===== src/hdl/lfucl_pkg.sv =====
// shared types and constants for the lfu cache lookup/replace unit
package lfucl_pkg;

  localparam int MAX_ENTRIES_DEF = 16;
  localparam int COUNT_WIDTH_DEF = 16;

  localparam int KEY_W = 32;
  localparam int VAL_W = 32;
  localparam int CAP_W = 5;

  localparam logic [CAP_W-1:0] CAP_RESET = 5'd16;
  // answer of a get that misses
  localparam logic [VAL_W-1:0] VAL_MISS = '1;

  typedef enum logic {
    CMD_GET = 1'b0,
    CMD_PUT = 1'b1
  } cmd_t;

  typedef enum logic [2:0] {
    ST_IDLE,
    ST_SCAN,
    ST_SCAN_END,
    ST_DECIDE,
    ST_UPD,
    ST_UPD_END,
    ST_FINISH,
    ST_RESP
  } state_t;

  // one entry read coming back from the stores
  typedef struct packed {
    logic vld;
    logic ent_valid;
  } beat_t;

  typedef struct packed {
    logic found;
    logic victim_found;
    logic free_found;
  } scan_flags_t;

  typedef struct packed {
    logic             hit;
    logic [VAL_W-1:0] read_value;
    logic             evicted;
    logic [KEY_W-1:0] evicted_key;
  } result_t;

endpackage


===== src/hdl/lfucl_store.sv =====
// entry stores: key, value, use count and recency rank memories
module lfucl_store #(
  parameter int MAX_ENTRIES = lfucl_pkg::MAX_ENTRIES_DEF,
  parameter int COUNT_WIDTH = lfucl_pkg::COUNT_WIDTH_DEF,
  parameter int IDX_W       = (MAX_ENTRIES > 1) ? $clog2(MAX_ENTRIES) : 1
) (
  input  logic                       clk,
  input  logic [IDX_W-1:0]           rd_addr,
  output logic [lfucl_pkg::KEY_W-1:0] rd_key,
  output logic [lfucl_pkg::VAL_W-1:0] rd_value,
  output logic [COUNT_WIDTH-1:0]     rd_count,
  output logic [IDX_W-1:0]           rd_rank,
  input  logic [IDX_W-1:0]           wr_addr,
  input  logic                       wr_key_en,
  input  logic [lfucl_pkg::KEY_W-1:0] wr_key,
  input  logic                       wr_value_en,
  input  logic [lfucl_pkg::VAL_W-1:0] wr_value,
  input  logic                       wr_count_en,
  input  logic [COUNT_WIDTH-1:0]     wr_count,
  input  logic                       rk_wr_en,
  input  logic [IDX_W-1:0]           rk_wr_addr,
  input  logic [IDX_W-1:0]           rk_wr_data
);

  logic [lfucl_pkg::KEY_W-1:0] key_mem   [MAX_ENTRIES];
  logic [lfucl_pkg::VAL_W-1:0] value_mem [MAX_ENTRIES];
  logic [COUNT_WIDTH-1:0]     count_mem [MAX_ENTRIES];
  logic [IDX_W-1:0]           rank_mem  [MAX_ENTRIES];

  always_ff @(posedge clk) begin
    if (wr_key_en) begin
      key_mem[wr_addr] <= wr_key;
    end
    if (wr_value_en) begin
      value_mem[wr_addr] <= wr_value;
    end
    if (wr_count_en) begin
      count_mem[wr_addr] <= wr_count;
    end
    if (rk_wr_en) begin
      rank_mem[rk_wr_addr] <= rk_wr_data;
    end
  end

  always_ff @(posedge clk) begin
    rd_key   <= key_mem[rd_addr];
    rd_value <= value_mem[rd_addr];
    rd_count <= count_mem[rd_addr];
    rd_rank  <= rank_mem[rd_addr];
  end

endmodule


===== src/hdl/lfucl_scan.sv =====
// shared compare unit: folds one entry per cycle into match, victim, free-slot and occupancy results
module lfucl_scan #(
  parameter int MAX_ENTRIES = lfucl_pkg::MAX_ENTRIES_DEF,
  parameter int COUNT_WIDTH = lfucl_pkg::COUNT_WIDTH_DEF,
  parameter int IDX_W       = (MAX_ENTRIES > 1) ? $clog2(MAX_ENTRIES) : 1,
  parameter int OCC_W       = $clog2(MAX_ENTRIES + 1)
) (
  input  logic                        clk,
  input  logic                        rst_n,
  input  logic                        clr,
  input  lfucl_pkg::beat_t            beat,
  input  logic [IDX_W-1:0]            beat_idx,
  input  logic [lfucl_pkg::KEY_W-1:0] lookup_key,
  input  logic [lfucl_pkg::KEY_W-1:0] rd_key,
  input  logic [lfucl_pkg::VAL_W-1:0] rd_value,
  input  logic [COUNT_WIDTH-1:0]      rd_count,
  input  logic [IDX_W-1:0]            rd_rank,
  output lfucl_pkg::scan_flags_t      flags,
  output logic [IDX_W-1:0]            hit_idx,
  output logic [IDX_W-1:0]            hit_rank,
  output logic [COUNT_WIDTH-1:0]      hit_count,
  output logic [lfucl_pkg::VAL_W-1:0] hit_value,
  output logic [IDX_W-1:0]            victim_idx,
  output logic [IDX_W-1:0]            victim_rank,
  output logic [lfucl_pkg::KEY_W-1:0] victim_key,
  output logic [IDX_W-1:0]            free_idx,
  output logic [OCC_W-1:0]            occ
);

  lfucl_pkg::scan_flags_t flags_r, flags_nxt;
  logic [OCC_W-1:0]       occ_r, occ_nxt;

  logic [IDX_W-1:0]            hit_idx_r, hit_rank_r;
  logic [COUNT_WIDTH-1:0]      hit_count_r;
  logic [lfucl_pkg::VAL_W-1:0] hit_value_r;
  logic [IDX_W-1:0]            v_idx_r, v_rank_r;
  logic [COUNT_WIDTH-1:0]      v_count_r;
  logic [lfucl_pkg::KEY_W-1:0] v_key_r;
  logic [IDX_W-1:0]            free_idx_r;

  logic live, take_match, take_victim, take_free;

  always_comb begin
    live        = beat.vld && beat.ent_valid;
    take_match  = live && (rd_key == lookup_key);
    // lowest count wins, oldest rank breaks a tie
    take_victim = live && (!flags_r.victim_found || (rd_count < v_count_r) ||
                           ((rd_count == v_count_r) && (rd_rank > v_rank_r)));
    take_free   = beat.vld && !beat.ent_valid && !flags_r.free_found;

    flags_nxt = flags_r;
    if (take_match) begin
      flags_nxt.found = 1'b1;
    end
    if (take_victim) begin
      flags_nxt.victim_found = 1'b1;
    end
    if (take_free) begin
      flags_nxt.free_found = 1'b1;
    end
    occ_nxt = occ_r + {{(OCC_W-1){1'b0}}, live};
  end

  always_ff @(posedge clk) begin
    if (!rst_n || clr) begin
      flags_r <= '0;
      occ_r   <= '0;
    end else begin
      flags_r <= flags_nxt;
      occ_r   <= occ_nxt;
    end
  end

  always_ff @(posedge clk) begin
    if (take_match) begin
      hit_idx_r   <= beat_idx;
      hit_rank_r  <= rd_rank;
      hit_count_r <= rd_count;
      hit_value_r <= rd_value;
    end
    if (take_victim) begin
      v_idx_r   <= beat_idx;
      v_rank_r  <= rd_rank;
      v_count_r <= rd_count;
      v_key_r   <= rd_key;
    end
    if (take_free) begin
      free_idx_r <= beat_idx;
    end
  end

  assign flags       = flags_r;
  assign occ         = occ_r;
  assign hit_idx     = hit_idx_r;
  assign hit_rank    = hit_rank_r;
  assign hit_count   = hit_count_r;
  assign hit_value   = hit_value_r;
  assign victim_idx  = v_idx_r;
  assign victim_rank = v_rank_r;
  assign victim_key  = v_key_r;
  assign free_idx    = free_idx_r;

endmodule


===== src/hdl/lfucl_ctrl.sv =====
// sequencer: scan pass, decision, rank update pass and entry write for one word
module lfucl_ctrl #(
  parameter int MAX_ENTRIES = lfucl_pkg::MAX_ENTRIES_DEF,
  parameter int COUNT_WIDTH = lfucl_pkg::COUNT_WIDTH_DEF,
  parameter int IDX_W       = (MAX_ENTRIES > 1) ? $clog2(MAX_ENTRIES) : 1,
  parameter int OCC_W       = $clog2(MAX_ENTRIES + 1)
) (
  input  logic                        clk,
  input  logic                        rst_n,
  input  logic                        in_valid,
  output logic                        in_ready,
  input  logic                        in_cmd,
  input  logic [lfucl_pkg::KEY_W-1:0] in_key,
  input  logic [lfucl_pkg::VAL_W-1:0] in_value,
  input  logic [lfucl_pkg::CAP_W-1:0] cap,
  output logic                        res_valid,
  input  logic                        res_ready,
  output lfucl_pkg::result_t          res,
  // entry stores
  output logic [IDX_W-1:0]            rd_addr,
  input  logic [IDX_W-1:0]            rd_rank,
  output logic [IDX_W-1:0]            wr_addr,
  output logic                        wr_key_en,
  output logic [lfucl_pkg::KEY_W-1:0] wr_key,
  output logic                        wr_value_en,
  output logic [lfucl_pkg::VAL_W-1:0] wr_value,
  output logic                        wr_count_en,
  output logic [COUNT_WIDTH-1:0]      wr_count,
  output logic                        rk_wr_en,
  output logic [IDX_W-1:0]            rk_wr_addr,
  output logic [IDX_W-1:0]            rk_wr_data,
  // compare unit
  output logic                        scan_clr,
  output lfucl_pkg::beat_t            beat,
  output logic [IDX_W-1:0]            beat_idx,
  output logic [lfucl_pkg::KEY_W-1:0] lookup_key,
  input  lfucl_pkg::scan_flags_t      flags,
  input  logic [IDX_W-1:0]            hit_idx,
  input  logic [IDX_W-1:0]            hit_rank,
  input  logic [COUNT_WIDTH-1:0]      hit_count,
  input  logic [lfucl_pkg::VAL_W-1:0] hit_value,
  input  logic [IDX_W-1:0]            victim_idx,
  input  logic [IDX_W-1:0]            victim_rank,
  input  logic [lfucl_pkg::KEY_W-1:0] victim_key,
  input  logic [IDX_W-1:0]            free_idx,
  input  logic [OCC_W-1:0]            occ
);

  localparam logic [IDX_W-1:0] LAST_IDX = IDX_W'(MAX_ENTRIES - 1);
  localparam int CMP_W = (OCC_W > lfucl_pkg::CAP_W) ? OCC_W : lfucl_pkg::CAP_W;
  localparam logic [CMP_W-1:0] ENT_CMP = CMP_W'(MAX_ENTRIES);
  localparam logic [COUNT_WIDTH-1:0] COUNT_MAX = '1;
  localparam logic [COUNT_WIDTH-1:0] COUNT_ONE = COUNT_WIDTH'(1);

  lfucl_pkg::state_t state_r, state_nxt;
  logic [IDX_W-1:0]       idx_r, idx_nxt;
  logic                   rd_vld_r;
  logic [IDX_W-1:0]       rd_idx_r;
  logic [MAX_ENTRIES-1:0] valid_r, valid_nxt;

  lfucl_pkg::cmd_t             cmd_r;
  logic [lfucl_pkg::KEY_W-1:0] key_r;
  logic [lfucl_pkg::VAL_W-1:0] val_r;
  lfucl_pkg::result_t          res_r, res_nxt;
  logic [IDX_W-1:0]            target_r, target_nxt;
  logic [IDX_W-1:0]            victim_r, victim_nxt;
  logic [IDX_W-1:0]            ref_rank_r, ref_rank_nxt;
  logic [COUNT_WIDTH-1:0]      new_count_r, new_count_nxt;
  logic                        hit_mode_r, hit_mode_nxt;
  logic                        evict_r, evict_nxt;

  logic                        issue, accept, ent_valid;
  logic [CMP_W-1:0]            cap_ext, cap_eff, occ_ext;
  logic                        do_evict;
  logic [IDX_W-1:0]            rank_inc;

  always_comb begin
    accept    = (state_r == lfucl_pkg::ST_IDLE) && in_valid;
    issue     = (state_r == lfucl_pkg::ST_SCAN) || (state_r == lfucl_pkg::ST_UPD);
    ent_valid = valid_r[rd_idx_r];
    rank_inc  = rd_rank + IDX_W'(1);

    cap_ext = CMP_W'(cap);
    cap_eff = (cap_ext > ENT_CMP) ? ENT_CMP : cap_ext;
    occ_ext = CMP_W'(occ);
    do_evict = occ_ext >= cap_eff;

    state_nxt     = state_r;
    idx_nxt       = idx_r;
    valid_nxt     = valid_r;
    res_nxt       = res_r;
    target_nxt    = target_r;
    victim_nxt    = victim_r;
    ref_rank_nxt  = ref_rank_r;
    new_count_nxt = new_count_r;
    hit_mode_nxt  = hit_mode_r;
    evict_nxt     = evict_r;

    wr_key_en   = 1'b0;
    wr_value_en = 1'b0;
    wr_count_en = 1'b0;
    res_valid   = 1'b0;

    if (issue) begin
      idx_nxt = idx_r + IDX_W'(1);
    end

    case (state_r)
      lfucl_pkg::ST_IDLE: begin
        idx_nxt = '0;
        if (in_valid) begin
          state_nxt = lfucl_pkg::ST_SCAN;
        end
      end
      lfucl_pkg::ST_SCAN: begin
        if (idx_r == LAST_IDX) begin
          state_nxt = lfucl_pkg::ST_SCAN_END;
        end
      end
      lfucl_pkg::ST_SCAN_END: begin
        state_nxt = lfucl_pkg::ST_DECIDE;
      end
      lfucl_pkg::ST_DECIDE: begin
        idx_nxt = '0;
        res_nxt = '0;
        evict_nxt = 1'b0;
        hit_mode_nxt = 1'b0;
        if (cap_eff == '0) begin
          if (cmd_r == lfucl_pkg::CMD_GET) begin
            res_nxt.read_value = lfucl_pkg::VAL_MISS;
          end
          state_nxt = lfucl_pkg::ST_RESP;
        end else if (flags.found) begin
          res_nxt.hit = 1'b1;
          if (cmd_r == lfucl_pkg::CMD_GET) begin
            res_nxt.read_value = hit_value;
          end
          hit_mode_nxt  = 1'b1;
          target_nxt    = hit_idx;
          ref_rank_nxt  = hit_rank;
          new_count_nxt = (hit_count == COUNT_MAX) ? hit_count : hit_count + COUNT_ONE;
          state_nxt     = lfucl_pkg::ST_UPD;
        end else if (cmd_r == lfucl_pkg::CMD_GET) begin
          res_nxt.read_value = lfucl_pkg::VAL_MISS;
          state_nxt = lfucl_pkg::ST_RESP;
        end else begin
          evict_nxt    = do_evict;
          victim_nxt   = victim_idx;
          ref_rank_nxt = victim_rank;
          // lowest free slot once the victim has left
          if (do_evict && (!flags.free_found || (victim_idx < free_idx))) begin
            target_nxt = victim_idx;
          end else begin
            target_nxt = free_idx;
          end
          new_count_nxt       = COUNT_ONE;
          res_nxt.evicted     = do_evict;
          res_nxt.evicted_key = do_evict ? victim_key : '0;
          state_nxt           = lfucl_pkg::ST_UPD;
        end
      end
      lfucl_pkg::ST_UPD: begin
        if (idx_r == LAST_IDX) begin
          state_nxt = lfucl_pkg::ST_UPD_END;
        end
      end
      lfucl_pkg::ST_UPD_END: begin
        state_nxt = lfucl_pkg::ST_FINISH;
      end
      lfucl_pkg::ST_FINISH: begin
        wr_key_en   = !hit_mode_r;
        wr_value_en = (cmd_r == lfucl_pkg::CMD_PUT);
        wr_count_en = 1'b1;
        if (evict_r) begin
          valid_nxt[victim_r] = 1'b0;
        end
        valid_nxt[target_r] = 1'b1;
        state_nxt = lfucl_pkg::ST_RESP;
      end
      lfucl_pkg::ST_RESP: begin
        res_valid = 1'b1;
        if (res_ready) begin
          state_nxt = lfucl_pkg::ST_IDLE;
        end
      end
      default: begin
        state_nxt = lfucl_pkg::ST_IDLE;
      end
    endcase
  end

  // rank rewrite, one entry per cycle behind the read
  always_comb begin
    rk_wr_en   = 1'b0;
    rk_wr_data = rd_rank;
    if (rd_vld_r && ((state_r == lfucl_pkg::ST_UPD) || (state_r == lfucl_pkg::ST_UPD_END))) begin
      if (rd_idx_r == target_r) begin
        rk_wr_en   = 1'b1;
        rk_wr_data = '0;
      end else if (ent_valid && !(evict_r && (rd_idx_r == victim_r))) begin
        rk_wr_en = 1'b1;
        if (hit_mode_r) begin
          rk_wr_data = (rd_rank < ref_rank_r) ? rank_inc : rd_rank;
        end else begin
          // insert: ranks shift back; after an evict, ranks behind the victim close up and shift back
          rk_wr_data = (evict_r && (rd_rank > ref_rank_r)) ? rd_rank : rank_inc;
        end
      end
    end
  end

  always_ff @(posedge clk) begin
    if (!rst_n) begin
      state_r  <= lfucl_pkg::ST_IDLE;
      idx_r    <= '0;
      rd_vld_r <= 1'b0;
      valid_r  <= '0;
    end else begin
      state_r  <= state_nxt;
      idx_r    <= idx_nxt;
      rd_vld_r <= issue;
      valid_r  <= valid_nxt;
    end
  end

  always_ff @(posedge clk) begin
    rd_idx_r    <= idx_r;
    res_r       <= res_nxt;
    target_r    <= target_nxt;
    victim_r    <= victim_nxt;
    ref_rank_r  <= ref_rank_nxt;
    new_count_r <= new_count_nxt;
    hit_mode_r  <= hit_mode_nxt;
    evict_r     <= evict_nxt;
    if (accept) begin
      cmd_r <= lfucl_pkg::cmd_t'(in_cmd);
      key_r <= in_key;
      val_r <= in_value;
    end
  end

  assign in_ready   = (state_r == lfucl_pkg::ST_IDLE);
  assign res        = res_r;
  assign rd_addr    = idx_r;
  assign wr_addr    = target_r;
  assign wr_key     = key_r;
  assign wr_value   = val_r;
  assign wr_count   = new_count_r;
  assign rk_wr_addr = rd_idx_r;
  assign scan_clr   = accept;
  assign beat.vld   = rd_vld_r &&
                      ((state_r == lfucl_pkg::ST_SCAN) || (state_r == lfucl_pkg::ST_SCAN_END));
  assign beat.ent_valid = ent_valid;
  assign beat_idx   = rd_idx_r;
  assign lookup_key = key_r;

endmodule


===== src/hdl/lfu_cache_lookup_replace_unit.sv =====
// Fully associative key/value cache with least-frequently-used replacement and
// least-recently-used tie break. Each input word is a get or a put; each gives
// exactly one result word. Entries live in single-port-read memories that a
// sequencer walks one entry per cycle: a scan pass finds the matching key, the
// occupancy, the first free slot and the eviction victim, and, for a hit or a put
// that inserts, a second pass rewrites the recency ranks. A get that misses (or any
// word while capacity is zero) skips the second pass and the entry write. A new
// word is taken while the previous result still waits in the output register.
// Capacity writes above MAX_ENTRIES act as MAX_ENTRIES. No clearing pass is run
// after reset.
module lfu_cache_lookup_replace_unit #(
  parameter int MAX_ENTRIES = lfucl_pkg::MAX_ENTRIES_DEF,
  parameter int COUNT_WIDTH = lfucl_pkg::COUNT_WIDTH_DEF
) (
  input  logic        clk,
  input  logic        rst_n,
  input  logic        in_tvalid,
  output logic        in_tready,
  input  logic [63:0] in_tdata,    // lookup_key[31:0], write_value[63:32]
  input  logic        in_tuser,    // command
  output logic        out_tvalid,
  input  logic        out_tready,
  output logic [63:0] out_tdata,   // read_value[31:0], evicted_key[63:32]
  output logic [1:0]  out_tuser,   // hit[0], evicted[1]
  input  logic        cfg_wr_en,
  input  logic [lfucl_pkg::CAP_W-1:0] cfg_wr_data  // active_capacity
);

  localparam int IDX_W = (MAX_ENTRIES > 1) ? $clog2(MAX_ENTRIES) : 1;
  localparam int OCC_W = $clog2(MAX_ENTRIES + 1);

  logic [lfucl_pkg::CAP_W-1:0] cap_r;

  logic               res_valid, res_ready;
  lfucl_pkg::result_t res;
  lfucl_pkg::result_t out_r;
  logic               out_vld_r;

  logic [IDX_W-1:0]            rd_addr, rd_rank, wr_addr, rk_wr_addr, rk_wr_data;
  logic [lfucl_pkg::KEY_W-1:0] rd_key, wr_key, lookup_key, victim_key;
  logic [lfucl_pkg::VAL_W-1:0] rd_value, wr_value, hit_value;
  logic [COUNT_WIDTH-1:0]      rd_count, wr_count, hit_count;
  logic                        wr_key_en, wr_value_en, wr_count_en, rk_wr_en;

  logic                   scan_clr;
  lfucl_pkg::beat_t       beat;
  logic [IDX_W-1:0]       beat_idx;
  lfucl_pkg::scan_flags_t flags;
  logic [IDX_W-1:0]       hit_idx, hit_rank, victim_idx, victim_rank, free_idx;
  logic [OCC_W-1:0]       occ;

  always_ff @(posedge clk) begin
    if (!rst_n) begin
      cap_r <= lfucl_pkg::CAP_RESET;
    end else if (cfg_wr_en) begin
      cap_r <= cfg_wr_data;
    end
  end

  // output register parts the result side from the sequencer
  assign res_ready = !out_vld_r || out_tready;

  always_ff @(posedge clk) begin
    if (!rst_n) begin
      out_vld_r <= 1'b0;
    end else if (res_ready) begin
      out_vld_r <= res_valid;
    end
  end

  always_ff @(posedge clk) begin
    if (res_valid && res_ready) begin
      out_r <= res;
    end
  end

  assign out_tvalid = out_vld_r;
  assign out_tdata  = {out_r.evicted_key, out_r.read_value};
  assign out_tuser  = {out_r.evicted, out_r.hit};

  lfucl_ctrl #(
    .MAX_ENTRIES (MAX_ENTRIES),
    .COUNT_WIDTH (COUNT_WIDTH),
    .IDX_W       (IDX_W),
    .OCC_W       (OCC_W)
  ) u_ctrl (
    .clk         (clk),
    .rst_n       (rst_n),
    .in_valid    (in_tvalid),
    .in_ready    (in_tready),
    .in_cmd      (in_tuser),
    .in_key      (in_tdata[31:0]),
    .in_value    (in_tdata[63:32]),
    .cap         (cap_r),
    .res_valid   (res_valid),
    .res_ready   (res_ready),
    .res         (res),
    .rd_addr     (rd_addr),
    .rd_rank     (rd_rank),
    .wr_addr     (wr_addr),
    .wr_key_en   (wr_key_en),
    .wr_key      (wr_key),
    .wr_value_en (wr_value_en),
    .wr_value    (wr_value),
    .wr_count_en (wr_count_en),
    .wr_count    (wr_count),
    .rk_wr_en    (rk_wr_en),
    .rk_wr_addr  (rk_wr_addr),
    .rk_wr_data  (rk_wr_data),
    .scan_clr    (scan_clr),
    .beat        (beat),
    .beat_idx    (beat_idx),
    .lookup_key  (lookup_key),
    .flags       (flags),
    .hit_idx     (hit_idx),
    .hit_rank    (hit_rank),
    .hit_count   (hit_count),
    .hit_value   (hit_value),
    .victim_idx  (victim_idx),
    .victim_rank (victim_rank),
    .victim_key  (victim_key),
    .free_idx    (free_idx),
    .occ         (occ)
  );

  lfucl_store #(
    .MAX_ENTRIES (MAX_ENTRIES),
    .COUNT_WIDTH (COUNT_WIDTH),
    .IDX_W       (IDX_W)
  ) u_store (
    .clk         (clk),
    .rd_addr     (rd_addr),
    .rd_key      (rd_key),
    .rd_value    (rd_value),
    .rd_count    (rd_count),
    .rd_rank     (rd_rank),
    .wr_addr     (wr_addr),
    .wr_key_en   (wr_key_en),
    .wr_key      (wr_key),
    .wr_value_en (wr_value_en),
    .wr_value    (wr_value),
    .wr_count_en (wr_count_en),
    .wr_count    (wr_count),
    .rk_wr_en    (rk_wr_en),
    .rk_wr_addr  (rk_wr_addr),
    .rk_wr_data  (rk_wr_data)
  );

  lfucl_scan #(
    .MAX_ENTRIES (MAX_ENTRIES),
    .COUNT_WIDTH (COUNT_WIDTH),
    .IDX_W       (IDX_W),
    .OCC_W       (OCC_W)
  ) u_scan (
    .clk         (clk),
    .rst_n       (rst_n),
    .clr         (scan_clr),
    .beat        (beat),
    .beat_idx    (beat_idx),
    .lookup_key  (lookup_key),
    .rd_key      (rd_key),
    .rd_value    (rd_value),
    .rd_count    (rd_count),
    .rd_rank     (rd_rank),
    .flags       (flags),
    .hit_idx     (hit_idx),
    .hit_rank    (hit_rank),
    .hit_count   (hit_count),
    .hit_value   (hit_value),
    .victim_idx  (victim_idx),
    .victim_rank (victim_rank),
    .victim_key  (victim_key),
    .free_idx    (free_idx),
    .occ         (occ)
  );

endmodule


===== config.mk =====
export PLATFORM = sky130hd
export DESIGN_NAME = lfu_cache_lookup_replace_unit
export DESIGN_NICKNAME = d
export VERILOG_FILES = /design/src/hdl/lfucl_pkg.sv /design/src/hdl/lfucl_store.sv /design/src/hdl/lfucl_scan.sv /design/src/hdl/lfucl_ctrl.sv /design/src/hdl/lfu_cache_lookup_replace_unit.sv
export SDC_FILE = /design/constraint.sdc
export NUM_CORES = 2
export LEC_CHECK = 0
export BUFFER_PORTS_ARGS = -buffer_cell sky130_fd_sc_hd__buf_2
export CORE_MARGIN = 4
export CORE_UTILIZATION = 60
export CTS_CLUSTER_DIAMETER = 150
export DETAILED_ROUTE_END_ITERATION = 8
export PLACE_DENSITY = 0.77
export SKIP_LAST_GASP = 1
export SLEW_MARGIN = 0
export SYNTH_ARGS = -nofsm -noshare
export SYNTH_HDL_FRONTEND = slang
export SYNTH_SLANG_ARGS = --single-unit
export TNS_END_PERCENT = 10

===== constraint.sdc =====
create_clock -name clk -period 7.3 [get_ports clk]
set_clock_uncertainty 0.05 [all_clocks]
set_input_delay 0.73 -clock clk [delete_from_list [all_inputs] [get_ports clk]]
set_output_delay 0.73 -clock clk [all_outputs]
set_load 0.01 [all_outputs]

## Yosys cells after proc, flatten, opt, wreduce, memory -nomap -nowiden

Memories as Yosys holds them, arrays and structs flattened. A register that Yosys moved wholly into a read port is not among the register bits.
Cells that the tools add are included.

| word-level totals | value |
|---|---|
| bits in registers | 383 |
| latch bits | 0 |
| memory bits (read-only) | 0 |
| output and inout bits | 68 |
| memories kept | 4 |
| memory bits (writable) | 1,344 |

Memory list:

| name | words | bits a word | read ports | clocked after Yosys merged registers in | wr ports | RTL line | RTL |
|---|---|---|---|---|---|---|---|
| u_store.key_mem | 16 | 32 | 1 | 1 | 1 | lfucl_store.sv:25 | `logic [lfucl_pkg::KEY_W-1:0] key_mem [MAX_ENTRIES];` |
| u_store.value_mem | 16 | 32 | 1 | 1 | 1 | lfucl_store.sv:26 | `logic [lfucl_pkg::VAL_W-1:0] value_mem [MAX_ENTRIES];` |
| u_store.count_mem | 16 | 16 | 1 | 1 | 1 | lfucl_store.sv:27 | `logic [COUNT_WIDTH-1:0] count_mem [MAX_ENTRIES];` |
| u_store.rank_mem | 16 | 4 | 1 | 1 | 1 | lfucl_store.sv:28 | `logic [IDX_W-1:0] rank_mem [MAX_ENTRIES];` |

| cells by class | value |
|---|---|
| mux-type cells | 51 |
| order comparisons | 12 |
| reductions and logical operators | 40 |
| divide/modulo/power cells | 0 |
| $add $sub $neg | 4 |
| shift-type cells | 0 |
| eq/ne operators | 17 |
| bitwise logic cells | 8 |
| multiply operators | 0 |

Operator list:

| kind | number |
|---|---|
| two-way mux 32 bit | 4 |
| two-way mux 16 bit | 5 |
| two-way mux 4 bit | 11 |
| equality test 32 bit | 1 |
| case mux 3 bit (8 select lines) | 1 |
| two-way mux 1 bit | 19 |
| two-way mux 3 bit | 6 |
| adder 16 x 1 -> 16 bit (second input constant) | 1 |
| AND 16 bit | 1 |
| equality test 16 bit | 1 |
| equality test 16 bit (second input constant) | 1 |
| logical AND 1 bit | 16 |
| < comparator 16 bit | 1 |
| inverter 16 bit | 1 |
| bitwise OR 16 bit | 1 |
| < comparator 4 x 5 -> 1 bit (second input constant) | 3 |
| equality test 3 bit (second input constant) | 4 |
| adder 4 x 1 -> 4 bit (second input constant) | 2 |
| demux 1 bit (select 4 bit) | 2 |
| equality test 4 bit | 2 |
| >= comparator 4 x 1 -> 1 bit (second input constant) | 2 |
| > comparator 4 bit | 2 |
| logical OR 1 bit | 8 |
| < comparator 4 bit | 2 |
| other kinds (20) | 35 |

## Logic depth before layout (Yosys ltp)

| depth | value |
|---|---|
| depth in word-level cells | 9 |
| gate-level depth with buffers | 10 |
| mapped depth without buffers | 9 |

## Modules after synthesis

Synthesis repeated with hierarchy kept, for this count alone.

| second synthesis, totals | value |
|---|---|
| cell total of the unflattened synthesis | 3,217 |
| area total of the unflattened synthesis | 67,313.3 µm² |

Modules (own cells, without submodules):

| module | instances | area each (µm²) | cells each |
|---|---|---|---|
| lfucl_store | 1 | 52,359.0 | 2,225 |
| lfucl_ctrl | 1 | 8,091.5 | 643 |
| lfucl_scan | 1 | 4,639.4 | 262 |
| lfu_cache_lookup_replace_unit | 1 | 2,223.4 | 87 |

## Worst setup path before layout

OpenSTA, ideal clock, no wires.

| timing path | value |
|---|---|
| kind | register to register |
| start point | register u_ctrl.key_r, in the netlist u_ctrl.lookup_key[25] |
| end point | register u_scan.hit_count_r[0], in the netlist u_scan.hit_count[0], enable pin |
| period minus slack after synthesis | 5,246 ps |
| arrival time | 4,678 ps |
| data required time | 6,731 ps |
| slack | 2,054 ps |
| cell stages (with the launch flop) | 5 |
| setup time | 519 ps |
| path through | edfxtp_1 xor2_1 nor4_1 nand4_1 a2111oi_2 |

| on the way | value |
|---|---|
| cells in the longest elaborated chain, start to end | 2 |

RTL lines:

| element | RTL line | RTL |
|---|---|---|
| start: declaration | lfucl_ctrl.sv:62 | `logic [lfucl_pkg::KEY_W-1:0] key_r;` |
| start signal: assignment | lfucl_ctrl.sv:237 | `key_r <= in_key;` |
| equality test 32 bit | lfucl_scan.sv:45 | `take_match = live && (rd_key == lookup_key);` |
| logical AND 1 bit | lfucl_scan.sv:45 |  |
| net u_scan.take_match | lfucl_scan.sv:41 | `logic live, take_match, take_victim, take_free;` |
| end signal: assignment | lfucl_scan.sv:78 | `hit_count_r <= rd_count;` |
| end: declaration | lfucl_scan.sv:34 | `logic [COUNT_WIDTH-1:0] hit_count_r;` |

The timed path passes the listed nets, and every way through them passes these cells.
A chain may end at the register's enable or synchronous reset.

## Final worst setup path

| timing path | value |
|---|---|
| start point | register u_ctrl.state_r[2] |
| end point | memory u_store.value_mem[12][17] (netlist name), enable pin |

| on the way | value |
|---|---|
| cells in the longest elaborated chain, start to end | 4 |

RTL lines:

| element | RTL line | RTL |
|---|---|---|
| start: declaration | lfucl_ctrl.sv:55 | `lfucl_pkg::state_t state_r, state_nxt;` |
| start signal: assignment | lfucl_ctrl.sv:214 | `state_r <= lfucl_pkg::ST_IDLE;` |
| start signal: assignment | lfucl_ctrl.sv:219 | `state_r <= state_nxt;` |
| equality test 3 bit | lfucl_ctrl.sv:108 | `case (state_r)` |
| two-way mux 1 bit | lfucl_ctrl.sv:108 |  |
| two-way mux 1 bit | lfucl_store.sv:34 | `if (wr_value_en) begin` |
| two-way mux 1 bit (not written as such) | lfucl_store.sv:35 | `value_mem[wr_addr] <= wr_value;` |
| end: declaration | lfucl_store.sv:26 |  |

No other way between the ends.

==> flow_summary_export.csv <==
group,metric,value,unit
timing,hold_ws,0.0666,ns
yosys,synth_ff_type,"edfxtp_1",
setup_path,max_stage_delay,0.97,ns
finish,drive_above_1_share,0.273,
power,power.leakage,23.8,nW
yosys,synth_edf_count,1685,
cts,clockBufferDepth,3,
placement,placed_area,69600,um^2
floorplan,start_util,0.605,
global_route,grt_start_max_net_pins,144,
placement,gp_congestion,0.852,
timing,fin_crit_sh,0.589,
min_path,hp-start,"in_tdata[44]",
setup_path,cp_max_fo,32,
timing,maxSlewHeadroom,0.208,
floorplan,row_count,122,
global_route,gr-total-overflow,0,
placement,dp_hpwl,75.7,mm
finish,final_cell_mix,"edfxtp_1, mux4_2, clkbuf_16, buf_2, dfxtp_1",
global_route,grt_pass1_vias,32981,
yosys,yosys_warnings,0,
power,irDropWorstVdd,0.204,mV
route,vias,31833,
timing,drv_slew,0,
route,wl,151,mm
yosys,netlist-cell-type-count,60,
timing,layout_min_cycle_time,4.30,ns
floorplan,core,111000,um^2
min_path,min_path_type,"input port to flip-flop",
yosys,syn_nets,3108,
timing,finalHoldViolCount,0,
route,drt-initial-drc-count,4556,
setup_path,cpMaxStageDelayCell,"and2_2",
setup_path,arrival,4.64,ns
floorplan,die_width,342,um
setup_path,startpoint_type,"flip-flop",
power,powerDensity,320,nW/um^2
yosys,synth-seq-cells,1811,
yosys,synth_area,67000,um^2
setup_path,path_delay_family,"simple AND/OR/NAND/NOR gates",
cts,cts_tree,"built",
finish,area_growth,12.2,%
timing,fmax,233,MHz
global_route,grt_pass1_wl,223,mm
route,drc,0,
cts,cts_resized,0,
timing,fin_setup_tns,0,ns
yosys,synthArstFlopShare,0,
setup_path,timing_worst_setup_path_type,"flip-flop to flip-flop",
route,drt_first_pass_iters,8,
cts,hold_buffers,0,
yosys,synth_cells,2996,
timing,rsz0062_at_grt,"no",
floorplan,dieHeight,342,um
setup_path,crit_start,"u_ctrl.state_r[2]",
setup_path,r2r-start,"u_ctrl.state_r[2]",
route,via_per_inst,6.54,
finish,finalInstanceArea,75200,um^2
floorplan,die_area,117000,um^2
setup_path,worstPathCellList,"nand2_1 > or2_2 > nor3_1 > nand3_1 > inv_1 > and2_2",
setup_path,cp-end-kind,"flip-flop",
run_status,status,"complete, no violations",
cts,h-tree-depth,4,
route,detail_route.wl_per_cell,31.0,um
cts,cts_setup_buffers,0,
route,antenna_left,0,
floorplan,io_pins,143,
setup_path,critPathBufInv,1,
yosys,seq_area_frac_synth,0.793,
placement,placedCellCount,4538,
finish,instances_no_fill,4865,
yosys,avgSynthCellArea,22.4,um^2
global_route,grt_antenna_before_repair,4,
finish,final.fill_count,6506,
cts,clock_latency,0.78,ns
finish,final_common_cell,"edfxtp_1",
timing,finalSetupViolCount,0,
cts,cts_buffers,172,
placement,portBuffers,142,
cts,clock-sinks,1811,
cts,cts-root-buf,"clkbuf_16",
timing,worst_slew_pin_slew,1.18,ns
job,cap_viol_max_count,0,
cts,path_clk_slew,0.06,ns
global_route,grt.total_usage,0.263,
finish,finalNetCount,3337,
setup_path,worst_ep_required_time,7.64,ns
-- worst register-to-register path: stages (launching register included) --
cell,delay [ns]
dfxtp_1,0.78
nand2_1,0.22
or2_2,0.37
nor3_1,0.55
nand3_1,0.31
inv_1,0.63
and2_2,0.97
-- final timing paths --
check	to	slack, ns	depth (start not counted)
setup / recovery	u_store.value_mem[12][17]	3.00	6
hold / removal	u_ctrl.wr_value[12]	0.07	1
setup reg to reg	u_store.value_mem[12][17]	3.00	6
hold reg to reg	u_scan.hit_value[15]	0.35	0
-- stage by stage --
step,util,worst slack [ns],total power (W)
final,0.678,3.00,0.0241
after global routing,0.678,2.82,0.0249
after CTS,0.678,3.06,0.0242
after detailed placement,0.628,3.23,0.0155
after global placement,0.628,3.38,0.0154
after floorplan,-,2.05,0.0147
-- logic make-up (layout without fill, tap and decap cells) --
group                      count (synthesis)  in the layout  synth area share
muxes                                    436            436             0.144
AOI/OAI and AO/OA                        116            116            0.0115
other                                      0              2                 0
adders and majority gates                 37             37           0.00691
DFF                                     1811           1811             0.793
buffers and inverters                    188            567            0.0115
xor gates and xnor gates                  55             55           0.00719
and+or+nand+nor                          353            353            0.0261
-- cell type report --
type	instances	area, um^2	area share
inverters	52	195	0.00260
well taps	1488	1860	0.0248
flip-flops and latches	1811	53100	0.707
clock buffers	238	4770	0.0634
multi-input cells	997	13300	0.177
diodes	2	5.00	0.0000666
repair buffers	191	1130	0.0150
clock inverters	86	785	0.0104
-- cell usage after synthesis (2+ instances only) --
cell type  number  area (um^2)
edfxtp_1     1685        50600
ha_1           37          463
xnor2_1         9         78.8
nor3_1          9         45.0
mux4_2        422         9500
nor4b_1         3         26.3
xor2_1         46          403
buf_1           6         22.5
mux2i_1        13          130
clkbuf_1       86          323
a21o_1          4         30.0
buf_6           2         22.5
a221o_1         4         40.0
nor4_1         27          169
a21oi_1        37          185
nand2_1        48          180
nor2b_1        14         87.6
and4_1          3         26.3
a211oi_1        8         60.1
dfxtp_1       126         2520
o211ai_1        3         22.5
or2_2           5         31.3
nand4_1        13         81.3
and2_1         41          257
a22oi_1         4         30.0
nand2b_1        8         50.1
o21a_1          2         15.0
and3_1         18          113
or3_1           2         12.5
nand3b_1        3         22.5
nand3_1        20          100
nor2_1        135          507
buf_2          41          205
o21ai_0        35          175
inv_1          52          195
-- power breakdown --
| group | switching [W] | internal, W |
|---|---|---|
| clock | 0.00377 | 0.00495 |
| sequential | 0.000625 | 0.0121 |
| combinational | 0.00132 | 0.00133 |
-- metal layers --
metal / GRT usage / up-vias / wire [um] / share of wire
met4: 0.0844 / 4 / 4280 / 0.028
met1: 0.374 / 16602 / 56900 / 0.38
met3: 0.0552 / 317 / 14900 / 0.099
met2: 0.419 / 2083 / 74800 / 0.50
met5: 0 / - / 27 / 0.00018
li1: - / 12827 / - / -
-- state kept, by name (all words and copies together), names as in the netlist, 32 cells and up --
signal / cells
u_store.value_mem: 512
u_store.key_mem: 512
u_store.rank_mem: 64
u_store.rd_key: 32
u_scan.hit_value: 32
u_ctrl.wr_value: 32
u_ctrl.res: 65
u_scan.victim_key: 32
u_store.rd_value: 32
out_tdata: 64
u_ctrl.lookup_key: 32
u_store.count_mem: 256
(Power assumes the default switching activity.)
